File: config.mk
export PLATFORM = sky130hd
export DESIGN_NAME = tch_queue
export DESIGN_NICKNAME = d
export VERILOG_FILES = /design/src/rtl/core/two_choice_double_hash_table_defines.svh /design/src/rtl/core/tch_pkg.sv /design/src/rtl/core/tch_queue.sv
export SDC_FILE = /design/constraint.sdc
export NUM_CORES = 1
export LEC_CHECK = 0
export BUFFER_PORTS_ARGS = -buffer_cell sky130_fd_sc_hd__buf_4
export CORE_MARGIN = 2
export CORE_UTILIZATION = 52
export DETAILED_ROUTE_END_ITERATION = 12
export GPL_TIMING_DRIVEN = 0
export HOLD_SLACK_MARGIN = 0.1
export PLACE_DENSITY = 0.79
export SLEW_MARGIN = 20
export SYNTH_ARGS = -nofsm -noshare
export SYNTH_HDL_FRONTEND = slang
export SYNTH_SLANG_ARGS = --single-unit
export TNS_END_PERCENT = 10
File: constraint.sdc
create_clock -name clk -period 4.7 [get_ports clk]
set_input_delay 0 -clock clk [delete_from_list [all_inputs] [get_ports clk]]
set_output_delay 0 -clock clk [all_outputs]
set_load 0.03 [all_outputs]
File: src/rtl/core/two_choice_double_hash_table_defines.svh
// ----------------------------------------------------------------------------
// two_choice_double_hash_table_defines
// Assertion macros for the hash table block.
// ----------------------------------------------------------------------------
`ifndef TWO_CHOICE_DOUBLE_HASH_TABLE_DEFINES_SVH
`define TWO_CHOICE_DOUBLE_HASH_TABLE_DEFINES_SVH
`ifndef SYNTHESIS
`define TCH_ASSERT_IMP(label, clk, rst_n, a, c) \
    label: assert property (@(posedge clk) disable iff (!rst_n) (a) |-> (c)) \
        else $error("assertion failed");
`define TCH_ASSERT_NXT(label, clk, rst_n, a, c) \
    label: assert property (@(posedge clk) disable iff (!rst_n) (a) |=> (c)) \
        else $error("assertion failed");
`else
`define TCH_ASSERT_IMP(label, clk, rst_n, a, c)
`define TCH_ASSERT_NXT(label, clk, rst_n, a, c)
`endif
`endif

File: src/rtl/core/tch_pkg.sv
// ----------------------------------------------------------------------------
// tch_pkg
// Types and constants shared by the hash table block.
// ----------------------------------------------------------------------------
package tch_pkg;
    localparam int MAX_SLOTS = 1024;
    localparam int SW = $clog2(MAX_SLOTS);
    localparam int LW = SW + 1;
    localparam int KW = 31;
    localparam int QDEPTH = 2;

    localparam logic [1:0] ACT_INSERT = 2'd0;
    localparam logic [1:0] ACT_SEARCH = 2'd1;
    localparam logic [1:0] ACT_DELETE = 2'd2;
    localparam logic [1:0] ACT_UNUSED = 2'd3;

    localparam logic [2:0] ST_INSERTED  = 3'd0;
    localparam logic [2:0] ST_DUPLICATE = 3'd1;
    localparam logic [2:0] ST_FULL      = 3'd2;
    localparam logic [2:0] ST_FOUND     = 3'd3;
    localparam logic [2:0] ST_NOT_FOUND = 3'd4;
    localparam logic [2:0] ST_DELETED   = 3'd5;
    localparam logic [2:0] ST_DEL_MISS  = 3'd6;

    localparam logic [10:0] LIMIT_RESET = 11'd11;

    // classified request handed from front to back
    typedef struct packed {
        logic [1:0]    action;
        logic [KW-1:0] key;
        logic [SW-1:0] h1;
        logic [SW-1:0] h2;
        logic [LW-1:0] p1;
        logic [LW-1:0] p2;
    } req_t;

    typedef struct packed {
        logic [2:0]    status;
        logic [SW-1:0] slot_index;
        logic [LW-1:0] key_count;
    } rsp_t;
endpackage

File: src/rtl/core/tch_queue.sv
// ----------------------------------------------------------------------------
// tch_queue
// Short FIFO of classified requests between front and back.
// ----------------------------------------------------------------------------
module tch_queue (
    input  logic          clk,
    input  logic          rst_n,
    input  logic          in_valid,
    input  tch_pkg::req_t in_req,
    output logic          in_ready,
    output logic          out_valid,
    output tch_pkg::req_t out_req,
    input  logic          out_ready
);
    import tch_pkg::*;
    req_t       mem_reg [QDEPTH];
    logic       wp_reg, rp_reg;
    logic [1:0] cnt_reg;
    logic       push, pop;

    assign in_ready = (cnt_reg != 2'(QDEPTH));
    assign out_valid = (cnt_reg != 2'd0);
    assign out_req = mem_reg[rp_reg];
    assign push = in_valid && in_ready;
    assign pop = out_valid && out_ready;

    always_ff @(posedge clk or negedge rst_n)
    begin
        if (!rst_n)
        begin
            wp_reg <= 1'b0;
            rp_reg <= 1'b0;
            cnt_reg <= 2'd0;
        end
        else
        begin
            if (push) wp_reg <= ~wp_reg;
            if (pop) rp_reg <= ~rp_reg;
            cnt_reg <= cnt_reg + 2'(push) - 2'(pop);
        end
    end

    always_ff @(posedge clk)
    begin
        if (push) mem_reg[wp_reg] <= in_req;
    end
endmodule

Word level (Yosys, flattened, before mapping)
Memories as Yosys holds them, arrays and structs flattened.
Cells that the tools add are included.
{"block": "op_classes", "add_sub_neg": 2, "n_eq_ne": 1, "mux": 2, "bitwise_logic": 2, "reduce_logical": 3}
{"cell": "2-bit by 1-bit adder with 2-bit output", "n": 1}
{"cell": "1-bit logical AND", "n": 2}
{"cell": "1-bit 2-to-1 mux", "n": 2}
{"cell": "2-bit != test (second input constant)", "n": 1}
{"cell": "1-bit NOT", "n": 2}
{"cell": "2-bit nonzero test", "n": 1}
{"cell": "2-bit by 1-bit subtractor with 2-bit output", "n": 1}
{"block": "word_totals", "ff_bits": 4, "ramBits": 150, "input_bits": 79, "out_inout_bits": 77, "mem_count": 1}
{"name": "mem_reg", "words": 2, "width": 75, "rd": 1, "rd_clocked_by_memory_dff": 0, "write_ports": 1, "line": "tch_queue.sv:16", "rtl": "req_t mem_reg [QDEPTH];"}

Logic depth before layout (Yosys ltp)
Gate-level depths: netlist (run 1).
{"block": "logic_depth", "ltp_word": 4, "depth_mapped": 7, "mapped_depth_nobuf": 7}

Least setup slack after synthesis (run 1)
No wires, ideal clock.
{"block": "synth_path", "path_kind": "register to register", "start": "register cnt_reg[1]", "end": "memory mem_reg[0][0] (netlist bit) (enable)", "setup_ns": 0.509, "arrival_time_ns": 3.976, "t_required_ns": 4.191, "path_slack_ns": 0.215, "stages_incl_launch_ff": 4, "path_cell_list": "dfrtp_1 > nand2b_1 > nand2_1 > nor2_1"}
{"block": "synth_between", "elab_chain_len": 4}
{"element": "start: declaration", "line": "tch_queue.sv:18", "rtl": "logic [1:0] cnt_reg;"}
{"element": "start signal: assignment", "line": "tch_queue.sv:39", "rtl": "cnt_reg <= cnt_reg + 2'(push) - 2'(pop);"}
{"element": "2-bit != test", "line": "tch_queue.sv:21", "rtl": "assign in_ready = (cnt_reg != 2'(QDEPTH));"}
{"element": "net in_ready", "line": "tch_queue.sv:10", "rtl": "output logic in_ready,"}
{"element": "1-bit logical AND", "line": "tch_queue.sv:24", "rtl": "assign push = in_valid && in_ready;"}
{"element": "1-bit 2-to-1 mux", "line": "tch_queue.sv:45", "rtl": "if (push) mem_reg[wp_reg] <= in_req;"}
{"element": "1-bit 2-to-1 mux (not written as such)", "line": "tch_queue.sv:45"}
{"element": "end: declaration", "line": "tch_queue.sv:16"}
The timed path passes the listed nets, and every way through them passes these cells.

Final worst setup path (run 1)
{"block": "layout_path", "start": "register cnt_reg[1]", "end": "memory mem_reg[0][26] (netlist bit) (enable)"}
{"block": "layout_between", "elab_chain_len": 4}
{"element": "2-bit != test", "line": "tch_queue.sv:21"}
{"element": "1-bit logical AND", "line": "tch_queue.sv:24"}
{"element": "1-bit 2-to-1 mux", "line": "tch_queue.sv:45"}
{"element": "1-bit 2-to-1 mux (not written as such)", "line": "tch_queue.sv:45"}
Every way passes these cells.

==> results of run 1 <==
power by group through the flow:
stage	combinational (W)	clock [W]	sequential (W)
after floorplan	0.00144	0	0.00199
final	0.00221	0.00150	0.00197
after detailed placement	0.00214	0	0.00199
after global routing	0.00233	0.00158	0.00200
after CTS	0.00220	0.00151	0.00196
after global placement	0.00207	0	0.00202
critical path, cell delays in order, from the launching register on:
cell      delay [ns]
dfrtp_1         0.43
nand2b_1        0.14
nand2_1         0.16
nor2_4          0.64
buf_12          0.28
layout make-up:
cell class                 count  area (um2)
timing repair buffer         237        2014
tap                          140       175.2
sequential                   154        4604
inverter                       1       3.754
clock inverter                15       247.7
buffer                         8       67.56
multi-input combinational     87        1100
fill                         559        2213
clock buffer                  17       414.1
cells in the final DEF (no fill, tap or decap), drive strengths merged:
cell type	netlist	final
clkinv	0	6
buf	8	166
ha	2	2
nand2	1	1
mux2	75	75
and2	1	1
dfrtp	4	4
nor2	1	1
dlygate4sd3	0	79
xor2	1	1
inv	1	2
edfxtp	150	150
and3	1	1
or2	1	1
clkbuf	0	17
bufinv	0	6
nand2b	1	1
xnor2	3	3
clkinvlp	0	2
layer usage:
| metal | track usage, % | vias to the layer above | part of all wire (%) | wire, um |
|---|---|---|---|---|
| met5 | 0 | - | 0 | 0 |
| met4 | 10.04 | 0 | 1.9 | 223 |
| met3 | 5.021 | 19 | 5.1 | 616 |
| met2 | 37.71 | 127 | 56 | 6708 |
| met1 | 23.70 | 1654 | 37 | 4500 |
| li1 | - | 1511 | - | - |
worst paths after layout:
kind,startpoint,to,slack (ns),cells after the start
worst max register to register,cnt_reg[1],mem_reg[0][26],2.72,4
max in group asynchronous,rst_n,cnt_reg[1],4.11,3
worst min-delay path,in_req[43],mem_reg[1][43],0.21,2
worst max-delay path,cnt_reg[1],mem_reg[0][26],2.72,4
worst min register to register,wp_reg,wp_reg,0.55,1
min in group asynchronous,rst_n,cnt_reg[0],0.40,3
cells in the mapped netlist (2+ instances only):
| cell | n | area share [%] |
|---|---|---|
| ha_1 | 2 | 0.43 |
| edfxtp_1 | 150 | 78 |
| mux2_4 | 40 | 10 |
| buf_6 | 4 | 0.78 |
| xnor2_1 | 3 | 0.46 |
| mux2_2 | 35 | 6.8 |
| dfrtp_1 | 4 | 1.7 |
| buf_2 | 3 | 0.26 |
cell families after synthesis:
logic type | synth area share (%)
DFF | 79.90
muxes | 17.26
xor gates and xnor gates | 0.6080
adders and majority gates | 0.4341
buffers and inverters | 1.237
and+or+nand+nor | 0.5646
through the flow:
step                      hold WS, ns  cell area (um2)  utilization [%]  setup WS [ns]
after floorplan               -0.2956             5763                -         0.2147
after global placement        -0.2030             7102            65.51         -1.158
after detailed placement      -0.2017             7174            66.18          2.772
after CTS                      0.1794             8627            79.58          2.744
after global routing           0.1965             8627            79.58          2.526
final                          0.2070             8627            79.58          2.720
==> results_dict.tcl, run 1 <==
set metrics [dict create \
    grtUsageTotal_pct 21.09 \
    fp.dieW_um 109.3 \
    drt_iter0_drc 192 \
    finalHoldViolations 0 \
    dp_hpwl_mm 6.662 \
    postCtsSetupBuffers 0 \
    setup_viol 0 \
    pwr_density_cell_nw_per_um2 658.4 \
    ant_nets 0 \
    hold_path.class "input port to flop" \
    clk_latency_ns 0.52 \
    critPathArrivalTime_ns 2.19 \
    grt_overflow 0 \
    dieArea_um2 11940 \
    internal_power_w 0.003810 \
    clkTransAtPathRegs_ns 0.06 \
    combPwrFrac_pct 38.9 \
    dr.pass1.iters 4 \
    start_kind "flop" \
    drt-vias-per-instance 5.024 \
    syn2layout_area_growth_pct 49.70 \
    status "complete, no violations" \
    cts.repair.resized 0 \
    rows 38 \
    grt_start_max_net_pins 44 \
    critPathKind "flop to flop" \
    antenna_found_initial 0 \
    io_pins 156 \
    post-route-min-period_ns 1.980 \
    syn_nets 331 \
    synth_cell_type_count 17 \
    cp_max_fo 27 \
    grt_pass1_vias 3485 \
    ys_dominant_reg_cell "edfxtp_1" \
    vias 3311 \
    drc 0 \
    initial_core_util_pct 53.16 \
    p_seq_share_pct 34.7 \
    cp-end-kind "flop" \
    post_drt_wl_per_cell_um 18.28 \
    min_period_over_period_pct 42.12 \
    worstPathRequired_ns 4.91 \
    ys_ff_latch 154 \
    maxSlewHeadroom_pct 47.03 \
    slew_violations 0 \
    clock_power_share_pct 26.4 \
    drive_gt1_share_pct 52.79 \
    numCtsBuffers 17 \
    cts_root_buf "clkbuf_8" \
    diodes 0 \
    grt_setup_unrepaired "no" \
    synth_edf_count 150 \
    core_um2 10840 \
    grt_pass1_wl_mm 18.02 \
    ctsHoldBuffers 79 \
    worst_slew_pin_slew_ns 0.7927 \
    max_freq_mhz 505.1 \
    syn_avg_cell_area_um2 23.05 \
    synth_area_um2 5763 \
    clk_path_buf_depth 2 \
    power_w 0.005680 \
    drv_cap 0 \
    h-tree-depth 4 \
    cts_tree "built" \
    io_buffers 155 \
    largest_reg_flops 150 \
    skew_ns 0.009191 \
    finalSetupTns_ns 0 \
    ys_warn_count 0 \
    fin_nets 587 \
    stdcell_count 659 \
    swShare_pct 32.92 \
    p_switching_w 0.001870 \
    globalplace.congestion 0.7204 \
    vdd_drop_max_uv 478.6 \
    p_leak_nw 3.409 \
    wl_mm 12.05 \
    clock-sinks 154 \
    fp.dieH_um 109.3 \
    async_flop_share_pct 2.597 \
    synth_cells 250 \
    seq_area_frac_synth_pct 79.90 \
    dp_cells 548 \
]
No activity file was read; power rests on OpenSTA's default activity.
==> run 2: changes to the inputs <==
--- a/config.mk
+++ b/config.mk
@@ -7,11 +7,11 @@
 export LEC_CHECK = 0
 export BUFFER_PORTS_ARGS = -buffer_cell sky130_fd_sc_hd__buf_4
 export CORE_MARGIN = 2
-export CORE_UTILIZATION = 52
+export CORE_UTILIZATION = 47
 export DETAILED_ROUTE_END_ITERATION = 12
 export GPL_TIMING_DRIVEN = 0
 export HOLD_SLACK_MARGIN = 0.1
-export PLACE_DENSITY = 0.79
+export PLACE_DENSITY = 0.76
 export SLEW_MARGIN = 20
 export SYNTH_ARGS = -nofsm -noshare
 export SYNTH_HDL_FRONTEND = slang
==> constraint.sdc (replaced) <==
create_clock -name clk -period 1.65 [get_ports clk]
set_input_delay 0 -clock clk [delete_from_list [all_inputs] [get_ports clk]]
set_output_delay 0 -clock clk [all_outputs]
set_load 0.03 [all_outputs]
==> results_dict.tcl, run 2 (synthesis results as in run 1) <==
set metrics [dict create \
    post-route-min-period_ns 1.693 \
    drt-vias-per-instance 4.843 \
    worst_slew_pin_slew_ns 0.4811 \
    dieArea_um2 13160 \
    clkTransAtPathRegs_ns 0.06 \
    fin_nets 598 \
    critPathMaxStageDelay_ns 0.43 \
    failed_checks "negative setup slack" \
    clock-sinks 154 \
    start_kind "flop" \
    grtUsageTotal_pct 17.75 \
    layout_commonest_cell "edfxtp_1" \
    min_period_over_period_pct 102.6 \
    vdd_drop_max_uv 1122 \
    filler_cell_count 693 \
    status "complete, but fails checks" \
    antenna_found_initial 0 \
    clk_path_buf_depth 2 \
    diodes 0 \
    grt_setup_unrepaired "yes" \
    fp.dieH_um 114.7 \
    maxSlewHeadroom_pct 67.92 \
    io_buffers 155 \
    drive_gt1_share_pct 54.91 \
    ant_nets 0 \
    dp_cells 556 \
    drv_cap 0 \
    syn2layout_area_growth_pct 54.69 \
    setup_slack_ns -0.04313 \
    numCtsBuffers 17 \
    skew_ns 0.007883 \
    dp_hpwl_mm 6.828 \
    stdcell_count 677 \
    globalplace.congestion 0.6366 \
    cts_root_buf "clkbuf_16" \
    wl_mm 12.53 \
    setup_viol 1 \
    pwr_density_cell_nw_per_um2 1849 \
    h-tree-depth 4 \
    crit_top_cell "ha_4" \
    initial_core_util_pct 47.98 \
    grt_pass1_wl_mm 17.38 \
    critPathArrivalTime_ns 2.02 \
    cts_tree "built" \
    power_w 0.01648 \
    cp_max_fo 3 \
    slew_violations 0 \
    finalHoldViolations 0 \
    grt_overflow 0 \
    max_freq_mhz 590.6 \
    dr.pass1.iters 4 \
    post_drt_wl_per_cell_um 18.50 \
    grt_start_max_net_pins 40 \
    worstPathCellList "or2_1, and2_4, ha_4, inv_2, ha_4, xnor2_2, xnor2_1" \
    worstPathRequired_ns 1.97 \
    hold_path.class "input port to flop" \
    rows 40 \
    vias 3279 \
    layout_common_cells "150 x edfxtp_1, 126 x buf_4, 79 x dlygate4sd3_1" \
    drt_iter0_drc 200 \
    core_um2 12010 \
    largest_reg_flops 150 \
    p_leak_nw 3.515 \
    cp-end-kind "flop" \
    critPathKind "flop to flop" \
    crit_slowest_cell "dfrtp_2" \
    drc 0 \
    io_pins 156 \
    grt_pass1_vias 3554 \
    fp.dieW_um 114.7 \
    clk_latency_ns 0.41 \
]
==> run 2: cell types whose count changed in the layout (fill, tap and decap cells not counted), sizes merged <==
cell and change:
bufinv -4, clkinv +1, clkbuf +3, buf +8, clkinvlp +1, and3 +2
==> run 2: final timing paths <==
path | from | end | slack (ns) | cells after the start
setup reg to reg | cnt_reg[1] | cnt_reg[1] | -0.04 | 7
hold reg to reg | cnt_reg[0] | cnt_reg[0] | 0.63 | 2
setup / recovery | cnt_reg[1] | cnt_reg[1] | -0.04 | 7
min in group asynchronous | rst_n | cnt_reg[0] | 0.57 | 3
hold / removal | in_req[20] | mem_reg[1][20] | 0.31 | 2
max in group asynchronous | rst_n | cnt_reg[1] | 0.87 | 3
==> run 2: area by class of cell <==
cell class / instances / area [um2] / area share (%)
buffer: 8 / 122.6 / 1.375
clock inverter: 13 / 127.6 / 1.432
tap: 147 / 183.9 / 2.063
clock buffer: 19 / 432.9 / 4.856
inverter: 1 / 3.754 / 0.04211
sequential: 154 / 4607 / 51.68
multi-input combinational: 89 / 1165 / 13.07
timing repair buffer: 246 / 2272 / 25.49
==> run 2: per-stage QoR <==
stage               setup WS [ns]   TNS, ns  instance area [um2]  utilization (%)  hold WS (ns)
global placement           -1.051   -135.77                 7134            59.40       -0.2012
finish                   -0.04313  -0.04313                 8915            74.22        0.3107
CTS                       -0.1738    -11.33                 8627            71.82        0.2930
detailed placement        -0.2274    -12.83                 7241            60.28       -0.1977
floorplan                 -0.5252    -65.66                 5787                -       -0.2956
global route              -0.1177    -2.359                 8915            74.22        0.3040
==> run 2: layer usage <==
| layer | vias to the layer above | share of wire [%] | GRT usage [%] |
|---|---|---|---|
| li1 | 1525 | - | - |
| met1 | 1626 | 39 | 19.55 |
| met2 | 112 | 54 | 31.72 |
| met3 | 16 | 5.5 | 5.430 |
| met4 | 0 | 1.6 | 7.952 |
| met5 | - | 0 | 0 |
==> run 2: worst max-delay path, delay by kind of cell, from the launching register on <==
family                   cells  cell delay [ns]
adder cells (fa/ha/maj)      2             0.41
XOR/XNOR                     2             0.31
AND/OR/NAND/NOR              2             0.42
buffers and inverters        1             0.04
flip-flops                   1             0.43
==> run 2: what timing repair did <==
action                     in CTS  in global routing
pin swaps                       2                  4
cloned                          0                  2
hold endpoints to repair      157                  0
setup endpoints to repair     167                 91
hold buffers                   79                  0
buffers inserted                3                  5
gates resized for setup         5                 59
==> run 2: report_power, final <==
group / switching [W] / internal (W) / leakage, nW
Clock: 0.00147 / 0.00221 / 0.268
Sequential: 0.000271 / 0.00535 / 1.44
Combinational: 0.00377 / 0.00342 / 1.81
