--- src/rtl/core/two_choice_double_hash_table_defines.svh ---
// ----------------------------------------------------------------------------
// two_choice_double_hash_table_defines
// Assertion macros for the hash table block.
// ----------------------------------------------------------------------------
`ifndef TWO_CHOICE_DOUBLE_HASH_TABLE_DEFINES_SVH
`define TWO_CHOICE_DOUBLE_HASH_TABLE_DEFINES_SVH
`ifndef SYNTHESIS
`define TCH_ASSERT_IMP(label, clk, rst_n, a, c) \
    label: assert property (@(posedge clk) disable iff (!rst_n) (a) |-> (c)) \
        else $error("assertion failed");
`define TCH_ASSERT_NXT(label, clk, rst_n, a, c) \
    label: assert property (@(posedge clk) disable iff (!rst_n) (a) |=> (c)) \
        else $error("assertion failed");
`else
`define TCH_ASSERT_IMP(label, clk, rst_n, a, c)
`define TCH_ASSERT_NXT(label, clk, rst_n, a, c)
`endif
`endif

--- src/rtl/core/tch_pkg.sv ---
// ----------------------------------------------------------------------------
// tch_pkg
// Types and constants shared by the hash table block.
// ----------------------------------------------------------------------------
package tch_pkg;
    localparam int MAX_SLOTS = 1024;
    localparam int SW = $clog2(MAX_SLOTS);
    localparam int LW = SW + 1;
    localparam int KW = 31;
    localparam int QDEPTH = 2;

    localparam logic [1:0] ACT_INSERT = 2'd0;
    localparam logic [1:0] ACT_SEARCH = 2'd1;
    localparam logic [1:0] ACT_DELETE = 2'd2;
    localparam logic [1:0] ACT_UNUSED = 2'd3;

    localparam logic [2:0] ST_INSERTED  = 3'd0;
    localparam logic [2:0] ST_DUPLICATE = 3'd1;
    localparam logic [2:0] ST_FULL      = 3'd2;
    localparam logic [2:0] ST_FOUND     = 3'd3;
    localparam logic [2:0] ST_NOT_FOUND = 3'd4;
    localparam logic [2:0] ST_DELETED   = 3'd5;
    localparam logic [2:0] ST_DEL_MISS  = 3'd6;

    localparam logic [10:0] LIMIT_RESET = 11'd11;

    // classified request handed from front to back
    typedef struct packed {
        logic [1:0]    action;
        logic [KW-1:0] key;
        logic [SW-1:0] h1;
        logic [SW-1:0] h2;
        logic [LW-1:0] p1;
        logic [LW-1:0] p2;
    } req_t;

    typedef struct packed {
        logic [2:0]    status;
        logic [SW-1:0] slot_index;
        logic [LW-1:0] key_count;
    } rsp_t;
endpackage

--- src/rtl/core/tch_if.sv ---
// ----------------------------------------------------------------------------
// tch_req_if / tch_rsp_if
// Valid/ready channels for requests and results.
// ----------------------------------------------------------------------------
interface tch_req_if;
    logic        valid;
    logic        ready;
    logic [1:0]  action;
    logic [30:0] key;
    modport source (output valid, action, key, input ready);
    modport sink (input valid, action, key, output ready);
endinterface


--- src/rtl/core/tch_front.sv ---
// ----------------------------------------------------------------------------
// tch_front
// Accepts a word, divides the key by the limit with a restoring divider and
// works out both home slots and probe steps.
// ----------------------------------------------------------------------------
module tch_front (
    input  logic                  clk,
    input  logic                  rst_n,
    tch_req_if.sink               req,
    input  logic [10:0]           limit,
    output logic                  out_valid,
    output tch_pkg::req_t         out_req,
    input  logic                  out_ready
);
    import tch_pkg::*;

    typedef enum logic [4:0] {
        F_IDLE = 5'b00001, F_DIV1 = 5'b00010, F_DIV2 = 5'b00100,
        F_STEP = 5'b01000, F_DONE = 5'b10000
    } fstate_t;

    fstate_t       state_reg, state_next;
    logic [1:0]    act_reg;
    logic [KW-1:0] key_reg;
    logic [KW-1:0] quo_reg, quo_next;
    logic [KW:0]   rem_reg, rem_next;
    logic [KW-1:0] dvd_reg, dvd_next;
    logic [LW-1:0] dvs_reg, dvs_next;
    logic [4:0]    cnt_reg, cnt_next;
    logic [SW-1:0] h1_reg, h1_next, h2_reg, h2_next;
    logic [LW-1:0] p1_reg, p1_next, p2_reg, p2_next;
    logic [KW:0]   trial;
    logic [KW-1:0] dvd_shift;
    logic [KW:0]   rem_step;
    logic [KW-1:0] quo_step;

    assign req.ready = (state_reg == F_IDLE);
    assign out_valid = (state_reg == F_DONE);
    assign out_req = '{action: act_reg, key: key_reg, h1: h1_reg, h2: h2_reg,
                       p1: p1_reg, p2: p2_reg};

    // one quotient bit per cycle
    always_comb
    begin
        dvd_shift = dvd_reg << 1;
        trial = {rem_reg[KW-1:0], dvd_reg[KW-1]};
        if (trial >= {{(KW+1-LW){1'b0}}, dvs_reg})
        begin
            rem_step = trial - {{(KW+1-LW){1'b0}}, dvs_reg};
            quo_step = {quo_reg[KW-2:0], 1'b1};
        end
        else
        begin
            rem_step = trial;
            quo_step = {quo_reg[KW-2:0], 1'b0};
        end
        state_next = state_reg;
        quo_next = quo_reg;
        rem_next = rem_reg;
        dvd_next = dvd_reg;
        dvs_next = dvs_reg;
        cnt_next = cnt_reg;
        h1_next = h1_reg;
        h2_next = h2_reg;
        p1_next = p1_reg;
        p2_next = p2_reg;
        unique case (state_reg)
            F_IDLE:
            begin
                if (req.valid)
                begin
                    dvd_next = req.key;
                    rem_next = '0;
                    quo_next = '0;
                    cnt_next = 5'(KW - 1);
                    dvs_next = limit;
                    state_next = F_DIV1;
                end
            end
            F_DIV1, F_DIV2, F_STEP:
            begin
                dvd_next = dvd_shift;
                rem_next = rem_step;
                quo_next = quo_step;
                cnt_next = cnt_reg - 5'd1;
                if (cnt_reg == 5'd0)
                begin
                    rem_next = '0;
                    quo_next = '0;
                    cnt_next = 5'(KW - 1);
                    priority case (state_reg)
                        F_DIV1:
                        begin
                            // key mod L, then (key div L) mod L
                            h1_next = rem_step[SW-1:0];
                            dvd_next = quo_step;
                            state_next = F_DIV2;
                        end
                        F_DIV2:
                        begin
                            h2_next = rem_step[SW-1:0];
                            dvd_next = {{(KW-SW){1'b0}}, h1_reg};
                            dvs_next = dvs_reg - LW'(1);
                            state_next = F_STEP;
                        end
                        default:
                        begin
                            p1_next = LW'(1) + rem_step[LW-1:0];
                            dvd_next = {{(KW-SW){1'b0}}, h2_reg};
                            state_next = F_DONE;
                        end
                    endcase
                end
            end
            F_DONE:
            begin
                if (out_ready) state_next = F_IDLE;
            end
            default: state_next = F_IDLE;
        endcase
    end

    // h2 mod (L-1) is small: h2 < L so one compare and subtract
    logic [LW-1:0] h2m;
    always_comb
    begin
        h2m = ({1'b0, h2_reg} >= (dvs_reg)) ? ({1'b0, h2_reg} - dvs_reg)
                                            : {1'b0, h2_reg};
    end

    always_ff @(posedge clk or negedge rst_n)
    begin
        if (!rst_n)
            state_reg <= F_IDLE;
        else
            state_reg <= state_next;
    end

    always_ff @(posedge clk)
    begin
        if (state_reg == F_IDLE && req.valid)
        begin
            act_reg <= req.action;
            key_reg <= req.key;
        end
        quo_reg <= quo_next;
        rem_reg <= rem_next;
        dvd_reg <= dvd_next;
        dvs_reg <= dvs_next;
        cnt_reg <= cnt_next;
        h1_reg <= h1_next;
        h2_reg <= h2_next;
        p1_reg <= p1_next;
        p2_reg <= (state_reg == F_STEP) ? LW'(2) + h2m : p2_reg;
    end
endmodule

--- src/flat_wrapper.sv ---
// flat-port wrapper written by rule: the top's interface ports become plain ports
module tch_front_flat import tch_pkg::*;
  (clk, rst_n, limit, out_valid, out_req, out_ready, req_valid, req_action, req_key, req_ready);
  tch_req_if req_i ();
  input  logic clk;
  input  logic rst_n;
  input  logic [10:0] limit;
  output logic out_valid;
  output tch_pkg::req_t out_req;
  input  logic out_ready;
  input wire logic [$bits(req_i.valid)-1:0] req_valid;
  input wire logic [$bits(req_i.action)-1:0] req_action;
  input wire logic [$bits(req_i.key)-1:0] req_key;
  output wire logic [$bits(req_i.ready)-1:0] req_ready;
  assign req_i.valid = req_valid;
  assign req_i.action = req_action;
  assign req_i.key = req_key;
  assign req_ready = req_i.ready;
  tch_front u_core (.clk(clk), .rst_n(rst_n), .req(req_i), .limit(limit), .out_valid(out_valid), .out_req(out_req), .out_ready(out_ready));
endmodule
--- config.mk ---
export PLATFORM = sky130hd
export DESIGN_NAME = tch_front_flat
export DESIGN_NICKNAME = d
export VERILOG_FILES = /design/src/rtl/core/two_choice_double_hash_table_defines.svh /design/src/rtl/core/tch_pkg.sv /design/src/rtl/core/tch_if.sv /design/src/rtl/core/tch_front.sv /design/src/flat_wrapper.sv
export SDC_FILE = /design/constraint.sdc
export NUM_CORES = 1
export LEC_CHECK = 0
export ABC_CLOCK_PERIOD_IN_PS = 4350
export BUFFER_PORTS_ARGS = -buffer_cell sky130_fd_sc_hd__buf_4
export CORE_MARGIN = 10
export CORE_UTILIZATION = 50
export CTS_BUF_LIST = sky130_fd_sc_hd__clkbuf_16
export CTS_CLUSTER_DIAMETER = 60
export CTS_CLUSTER_SIZE = 24
export DETAILED_ROUTE_END_ITERATION = 10
export PLACE_DENSITY = 0.7
export SLEW_MARGIN = 15
export SYNTH_ARGS = -nofsm -noshare
export SYNTH_HDL_FRONTEND = slang
export SYNTH_SLANG_ARGS = --single-unit
--- constraint.sdc ---
create_clock -name clk -period 4.35 [get_ports clk]
set_input_delay 0.87 -clock clk [delete_from_list [all_inputs] [get_ports clk]]
set_output_delay 0.87 -clock clk [all_outputs]
set_load 0.05 [all_outputs]
# ---- Yosys cells after proc, flatten, opt, wreduce, memory -nomap -nowiden
# Index checks and enable logic that the tools add are counted.
dict set report op_classes {
  addsub 6
  order_cmp 2
  eq_ne 9
  n_mux 25
  n_bitwise 1
  n_reduce_logical 11
}
# cell n
set ops {}
lappend ops {{$pmux W31 S2} 3}
lappend ops {{$mux W31} 5}
lappend ops {{$mux W30} 2}
lappend ops {{$pmux W30 S2} 1}
lappend ops {{$mux W11} 4}
lappend ops {{$ge A32 B11 Y1} 1}
lappend ops {{$sub A31 B11 Y31} 1}
lappend ops {{$mux W5} 5}
lappend ops {{$pmux W11 S2} 1}
lappend ops {{$pmux W5 S2} 2}
lappend ops {{$pmux W5 S3} 1}
lappend ops {{$reduce_and A3 Y1} 4}
lappend ops {{$add A1 B11 Y11 const A} 1}
lappend ops {{$add A2 B11 Y11 const A} 1}
lappend ops {{$ge A10 B11 Y1} 1}
lappend ops {{$sub A10 B11 Y11} 1}
lappend ops {{$sub A11 B1 Y11 const B} 1}
lappend ops {{$ne A2 B1 Y1 const B} 3}
lappend ops {{$eq A5 B1 Y1 const B} 1}
lappend ops {{$eq A5 B2 Y1 const B} 1}
lappend ops {{$eq A5 B3 Y1 const B} 1}
lappend ops {{$eq A5 B4 Y1 const B} 1}
lappend ops {{$eq A5 B5 Y1 const B} 1}
lappend ops {{$logic_not A5 Y1} 1}
lappend ops {{other kinds (10)} 10}
dict set report totals {
  reg_bits 188
  output_inout_bits 77
  wordCells 66
}

# ---- Logic depth before layout (Yosys ltp)
dict set report logic_depth {
  word_depth 5
  mapped_depth 17
  mapped_depth_nobuf 16
}

# ---- Worst setup path after synthesis
# Ideal clock, no wire load.
dict set report synth_path {
  path_kind {register to register}
  startpoint {reg u_core.state_reg[0]}
  endpoint {reg u_core.cnt_reg[0] (enable)}
  arrival_ns 3.145
  required_ns 3.437
  path_slack_ns 0.292
  path_stages_with_launch 7
  path_buffers 2
  period_less_slack_ns 4.058
  path_cell_list {dfstp_2 > nor2b_1 > a22oi_1 > and2_1 > clkbuf_1 > clkbuf_1 > nand2_1}
}
dict set report synth_via {
  elab_chain_len 4
}
# item line_no
set synth_lines {}
lappend synth_lines {{from (decl)} tch_front.sv:22} ;# fstate_t state_reg, state_next;
lappend synth_lines {{from (signal assigned)} tch_front.sv:136} ;# state_reg <= state_next;
lappend synth_lines {{$eq A5 B2 Y1 (tied with other cells)} tch_front.sv:67} ;# unique case (state_reg)
lappend synth_lines {{$reduce_or A3 Y1} tch_front.sv:67}
lappend synth_lines {{$reduce_bool A2 Y1 (no source line)} --}
lappend synth_lines {{$reduce_and A2 Y1 (no source line) *} --}
lappend synth_lines {{to (signal assigned)} tch_front.sv:150} ;# cnt_reg <= cnt_next;
lappend synth_lines {{to (decl)} tch_front.sv:29} ;# logic [4:0] cnt_reg, cnt_next;
# Every way passes the cells marked *; elsewhere a longest branch is shown, timed or not.
# A chain may end at the register's enable or synchronous reset.

# ---- Final worst setup path
dict set report layout_path {
  startpoint {reg u_core.dvd_reg[30]}
  endpoint {reg u_core.p1_reg[4] (data pin)}
}
dict set report layout_via {
  elab_chain_len 3
}
# item line_no
set layout_lines {}
lappend layout_lines {{from (decl)} tch_front.sv:27} ;# logic [KW-1:0] dvd_reg, dvd_next;
lappend layout_lines {{from (signal assigned)} tch_front.sv:148} ;# dvd_reg <= dvd_next;
lappend layout_lines {{$sub A31 B11 Y31 / $ge A32 B11 Y1 (equally long branches)} {tch_front.sv:49, tch_front.sv:47}}
lappend layout_lines {{$mux W31 *} tch_front.sv:47} ;# if (trial >= {{(KW+1-LW){1'b0}}, dvs_reg})
lappend layout_lines {{via u_core.rem_step[1]} tch_front.sv:34} ;# logic [KW:0] rem_step;
lappend layout_lines {{$add A1 B11 Y11 *} tch_front.sv:108} ;# p1_next = LW'(1) + rem_step[LW-1:0];
lappend layout_lines {{to (signal assigned)} tch_front.sv:153} ;# p1_reg <= p1_next;
lappend layout_lines {{to (decl)} tch_front.sv:31} ;# logic [LW-1:0] p1_reg, p1_next, p2_reg, p2_next;
# Mark *: on every way through the listed nets, which the timed path passes. The rest lies on a longest branch.

==> results.txt <==
The logs give 7357 for the detailed-route via count and 0.2333 ns for the minimum hold slack. Kind of end point of the critical path: a register. Of all flip-flops after synthesis, the portion carrying an async set or reset was 2.660%. The pre-CTS worst setup slack was 0.6982 ns; the part of the total power dissipated in combinational logic was 43.6%.

Counting stages on the worst path, the most repeated cell is sky130_fd_sc_hd__nand2_1. The overall die area was 25700 um2; the worst vdd rail ir drop was 0.3734 mV. Of all cell types, the one taking the most synthesized area is sky130_fd_sc_hd__edfxtp_1.

The area share of the leading cell type in the synthesized netlist is 55.83%. Buffers inserted during clock tree synthesis total 17. At the pin with the least slew margin, the transition time is 0.9755 ns. Measured on the finished design, the core utilization comes to 59.90%.

After floorplanning, the core was sized to cover 19400 um2. The power per cell area was 758.9 nW/um2. The buffer cell driving the clock tree root is sky130_fd_sc_hd__clkbuf_16.

The final critical-path setup slack was 0.6138 ns. The layout overhead on the synthesized area is 18.05%, and the residual antenna-violating net count after detailed routing is 0. Max-cap violations in this run came to 0. Of all nets on the critical path, the largest fanout is 17. Among all flip-flop cells after synthesis, the most frequent one is sky130_fd_sc_hd__edfxtp_1. Port buffering added 124 buffers. In this run the power spent charging and discharging nets is 3.575 mW. Detailed placement ended at an HPWL of 17100 um. After synthesis, flip-flops and latches occupy 57.11% of the total area. The Yosys step of the flow raised 0 warnings.

The number of violations reported at the end of detailed-routing iteration 0 is 570, and the starting density of the core is 50.74%. CTS built an H-tree with a depth of 4. The fraction of final layout cells with drive strength greater than 1 was 19.56%; the final design instance area without fill was 11620 um2. The logs give 125 for the count of pins on the block boundary and 0 for the number of setup buffers added after CTS. For the post-cts repair resize count, the log shows 0. The path class of the tightest hold or removal check is in -> async. For this run, the detailed router's first-pass iteration total came to 6. The count of flip-flops with a built-in enable after synthesis was 183. The run finished with clean final reports. The via count of the first global-routing pass is 6873. Slowest cell on the critical path: sky130_fd_sc_hd__o31ai_4. Number of flip-flops and latches in the synthesized netlist: 188.

In this run, placement finished with an instance count of 1241. The signal on the critical path passes through inv_1 > ha_1 > inv_1 > fa_1 > a211oi_1 > nor3_1 > o31ai_4 > nand2_4 > buf_4 > nand2_1 > nand2_1 > ha_1 > nand3_1 > xnor2_1 > nand2_1 > o21ai_0. The routed design has 23870 um of wire.

Across every metal layer, demand over resource in global routing totals 17.81%. Leaving out fill and tap cells, the most frequent cells in the layout are sky130_fd_sc_hd__edfxtp_1 (183), sky130_fd_sc_hd__buf_4 (140), sky130_fd_sc_hd__nand2_1 (91). For the area after detailed placement, the log shows 11020 um2. After synthesis the cells add up to 9843 um2.

The die span in x was 160.3 um. For the static leakage, the log shows 4.526 nW. The non-filler instance count after layout came out at 1272. The share of total power dissipated in sequential elements is 38.4%. Total power for the finished layout comes to 8.819 mW. Data arrives at the worst endpoint at 3.90 ns.

Counting every net in the synthesized netlist gives 958. In this run, distinct cell masters in the synthesized netlist total 73. The clock passes through at most 2 buffers. Measured along the y axis, the die boundary spans 160.3 um. The leftover overflow at the end of global routing is 0, and the required time reported for the critical path endpoint is 4.51 ns. The final period demand of the worst path is 3.736 ns, and the total DRC errors in the routed layout is 0. After technology mapping, the gate count stands at 882. The final estimated routing congestion in global placement is 0.8826.

The number of hold buffers added after CTS was 0. The number of antenna violations at the first check in global routing came out at 1. The worst pin sits at a relative slew slack of 34.73%. The delay contributed by the slowest stage of the critical path is 0.51 ns. The logs give 18.0% for the proportion of power drawn by the clock network and 0 for the number of hold violations in the final report.

STA classifies the critical path startpoint as a register. Dividing the final minimum period by the clock period gives 85.89%. Clock-pin slew on the worst setup and hold paths: 0.07 ns. The setup path with the least slack is of type reg -> reg. The cell row count is 51, and the setup TNS is 0 ns. The clock network latency to the later pin of the worst-skew pair came out at 0.43 ns. The logs give 0 for the max-slew violation count and 188 for the clock sink total. Fill cells in the final layout number 1625. The switching fraction of total power was 40.54%; the highest clock frequency the design can meet was 0.2677 GHz. Setup repair after global routing left no endpoint under its margin. The number of antenna diodes in the final layout is 0.

Entering global routing, the biggest net connects 50 pins. The internal power of the cells totals 5.244 mW. For this run, the post-layout net count is 1071.

The clock arrives with 0.009461 ns of skew. The most common cell after layout, fill and taps aside is sky130_fd_sc_hd__edfxtp_1. Setup violations remaining at the end of the flow were counted as 0.

Yosys attributes the largest share of cell area to sky130_fd_sc_hd__edfxtp_1 (56%), sky130_fd_sc_hd__nand2_1 (3.5%), sky130_fd_sc_hd__ha_1 (3.3%), sky130_fd_sc_hd__xnor2_1 (3.2%), sky130_fd_sc_hd__nor2_1 (2.6%). The run gives 37200 um as the first-pass GRT wire length. The synthesized area per cell was 11.16 um2. After detailed routing, the number of vias per cell comes to 5.784. TritonCTS built the clock tree. The routed wirelength normalized by instance count is 18.76 um.
==> kinds of logic (layout without fill, tap and decap cells) <==
group | after synthesis | count (layout) | synth area share (%)
AO/OA/AOI/OAI | 177 | 177 | 11.71
buffers and inverters | 81 | 206 | 3.547
flip-flops | 188 | 188 | 57.11
adder cells (fa/ha/maj) | 28 | 28 | 3.712
multiplexers | 12 | 12 | 1.424
AND/OR/NAND/NOR | 344 | 344 | 17.87
XOR/XNOR | 52 | 52 | 4.627
==> layer usage <==
layer  global-route usage, %  wire length (um)
met5                       0                12
met4                   5.217               342
met3                   3.553              1520
met2                   28.37             11400
met1                   24.14             10590
==> layout make-up <==
cell class	count	area (um2)	area share [%]
flip-flops and latches	188	5622	48.38
clock buffers	17	425.4	3.661
well taps	265	331.6	2.853
inverters	35	131.4	1.131
repair buffers	140	1051	9.045
multi-input cells	613	3889	33.47
clock inverters	14	170.2	1.464
==> final timing paths <==
check,depth (start not counted),slack [ns],to,start
worst max register to register,16,0.61,u_core.p1_reg[4],u_core.dvd_reg[30]
max in group asynchronous,1,3.92,u_core.state_reg[0],rst_n
worst min register to register,2,0.57,u_core.state_reg[1],u_core.state_reg[1]
worst min-delay path,1,0.23,u_core.state_reg[1],rst_n
min in group clk,2,0.57,u_core.state_reg[1],u_core.state_reg[1]
worst max-delay path,16,0.61,u_core.p1_reg[4],u_core.dvd_reg[30]
==> power by group through the flow <==
stage          registers [mW]  logic (mW)  clock network, mW
6_report                 3.39        3.84               1.59
2_1_floorplan            3.64        2.53                  0
5_1_grt                  3.46        4.20               1.67
4_1_cts                  3.38        3.84               1.60
3_3_place_gp             3.40        3.75                  0
3_5_place_dp             3.41        3.79                  0
==> critical path: cells and delay by family, from the launching register on <==
kind	cells	cell delay, ns
compound gates	3	1.00
xor+xnor	1	0.07
fa+ha+maj	3	0.89
buf+inv	3	0.39
flops	1	0.42
simple gates	6	0.72
==> synthesized netlist by cell type (12+ instances only) <==
cell / n
sky130_fd_sc_hd__nor3_1: 21
sky130_fd_sc_hd__a21oi_1: 44
sky130_fd_sc_hd__a21o_1: 12
sky130_fd_sc_hd__xor2_1: 16
sky130_fd_sc_hd__inv_1: 35
sky130_fd_sc_hd__or3_1: 14
sky130_fd_sc_hd__nand3_1: 38
sky130_fd_sc_hd__clkbuf_1: 37
sky130_fd_sc_hd__o21ai_0: 39
sky130_fd_sc_hd__edfxtp_1: 183
sky130_fd_sc_hd__nand2_1: 93
sky130_fd_sc_hd__xnor2_1: 36
sky130_fd_sc_hd__ha_1: 26
sky130_fd_sc_hd__and3_1: 34
sky130_fd_sc_hd__a31oi_1: 27
sky130_fd_sc_hd__nor2_1: 69
Power figures use the tool's default switching activity.
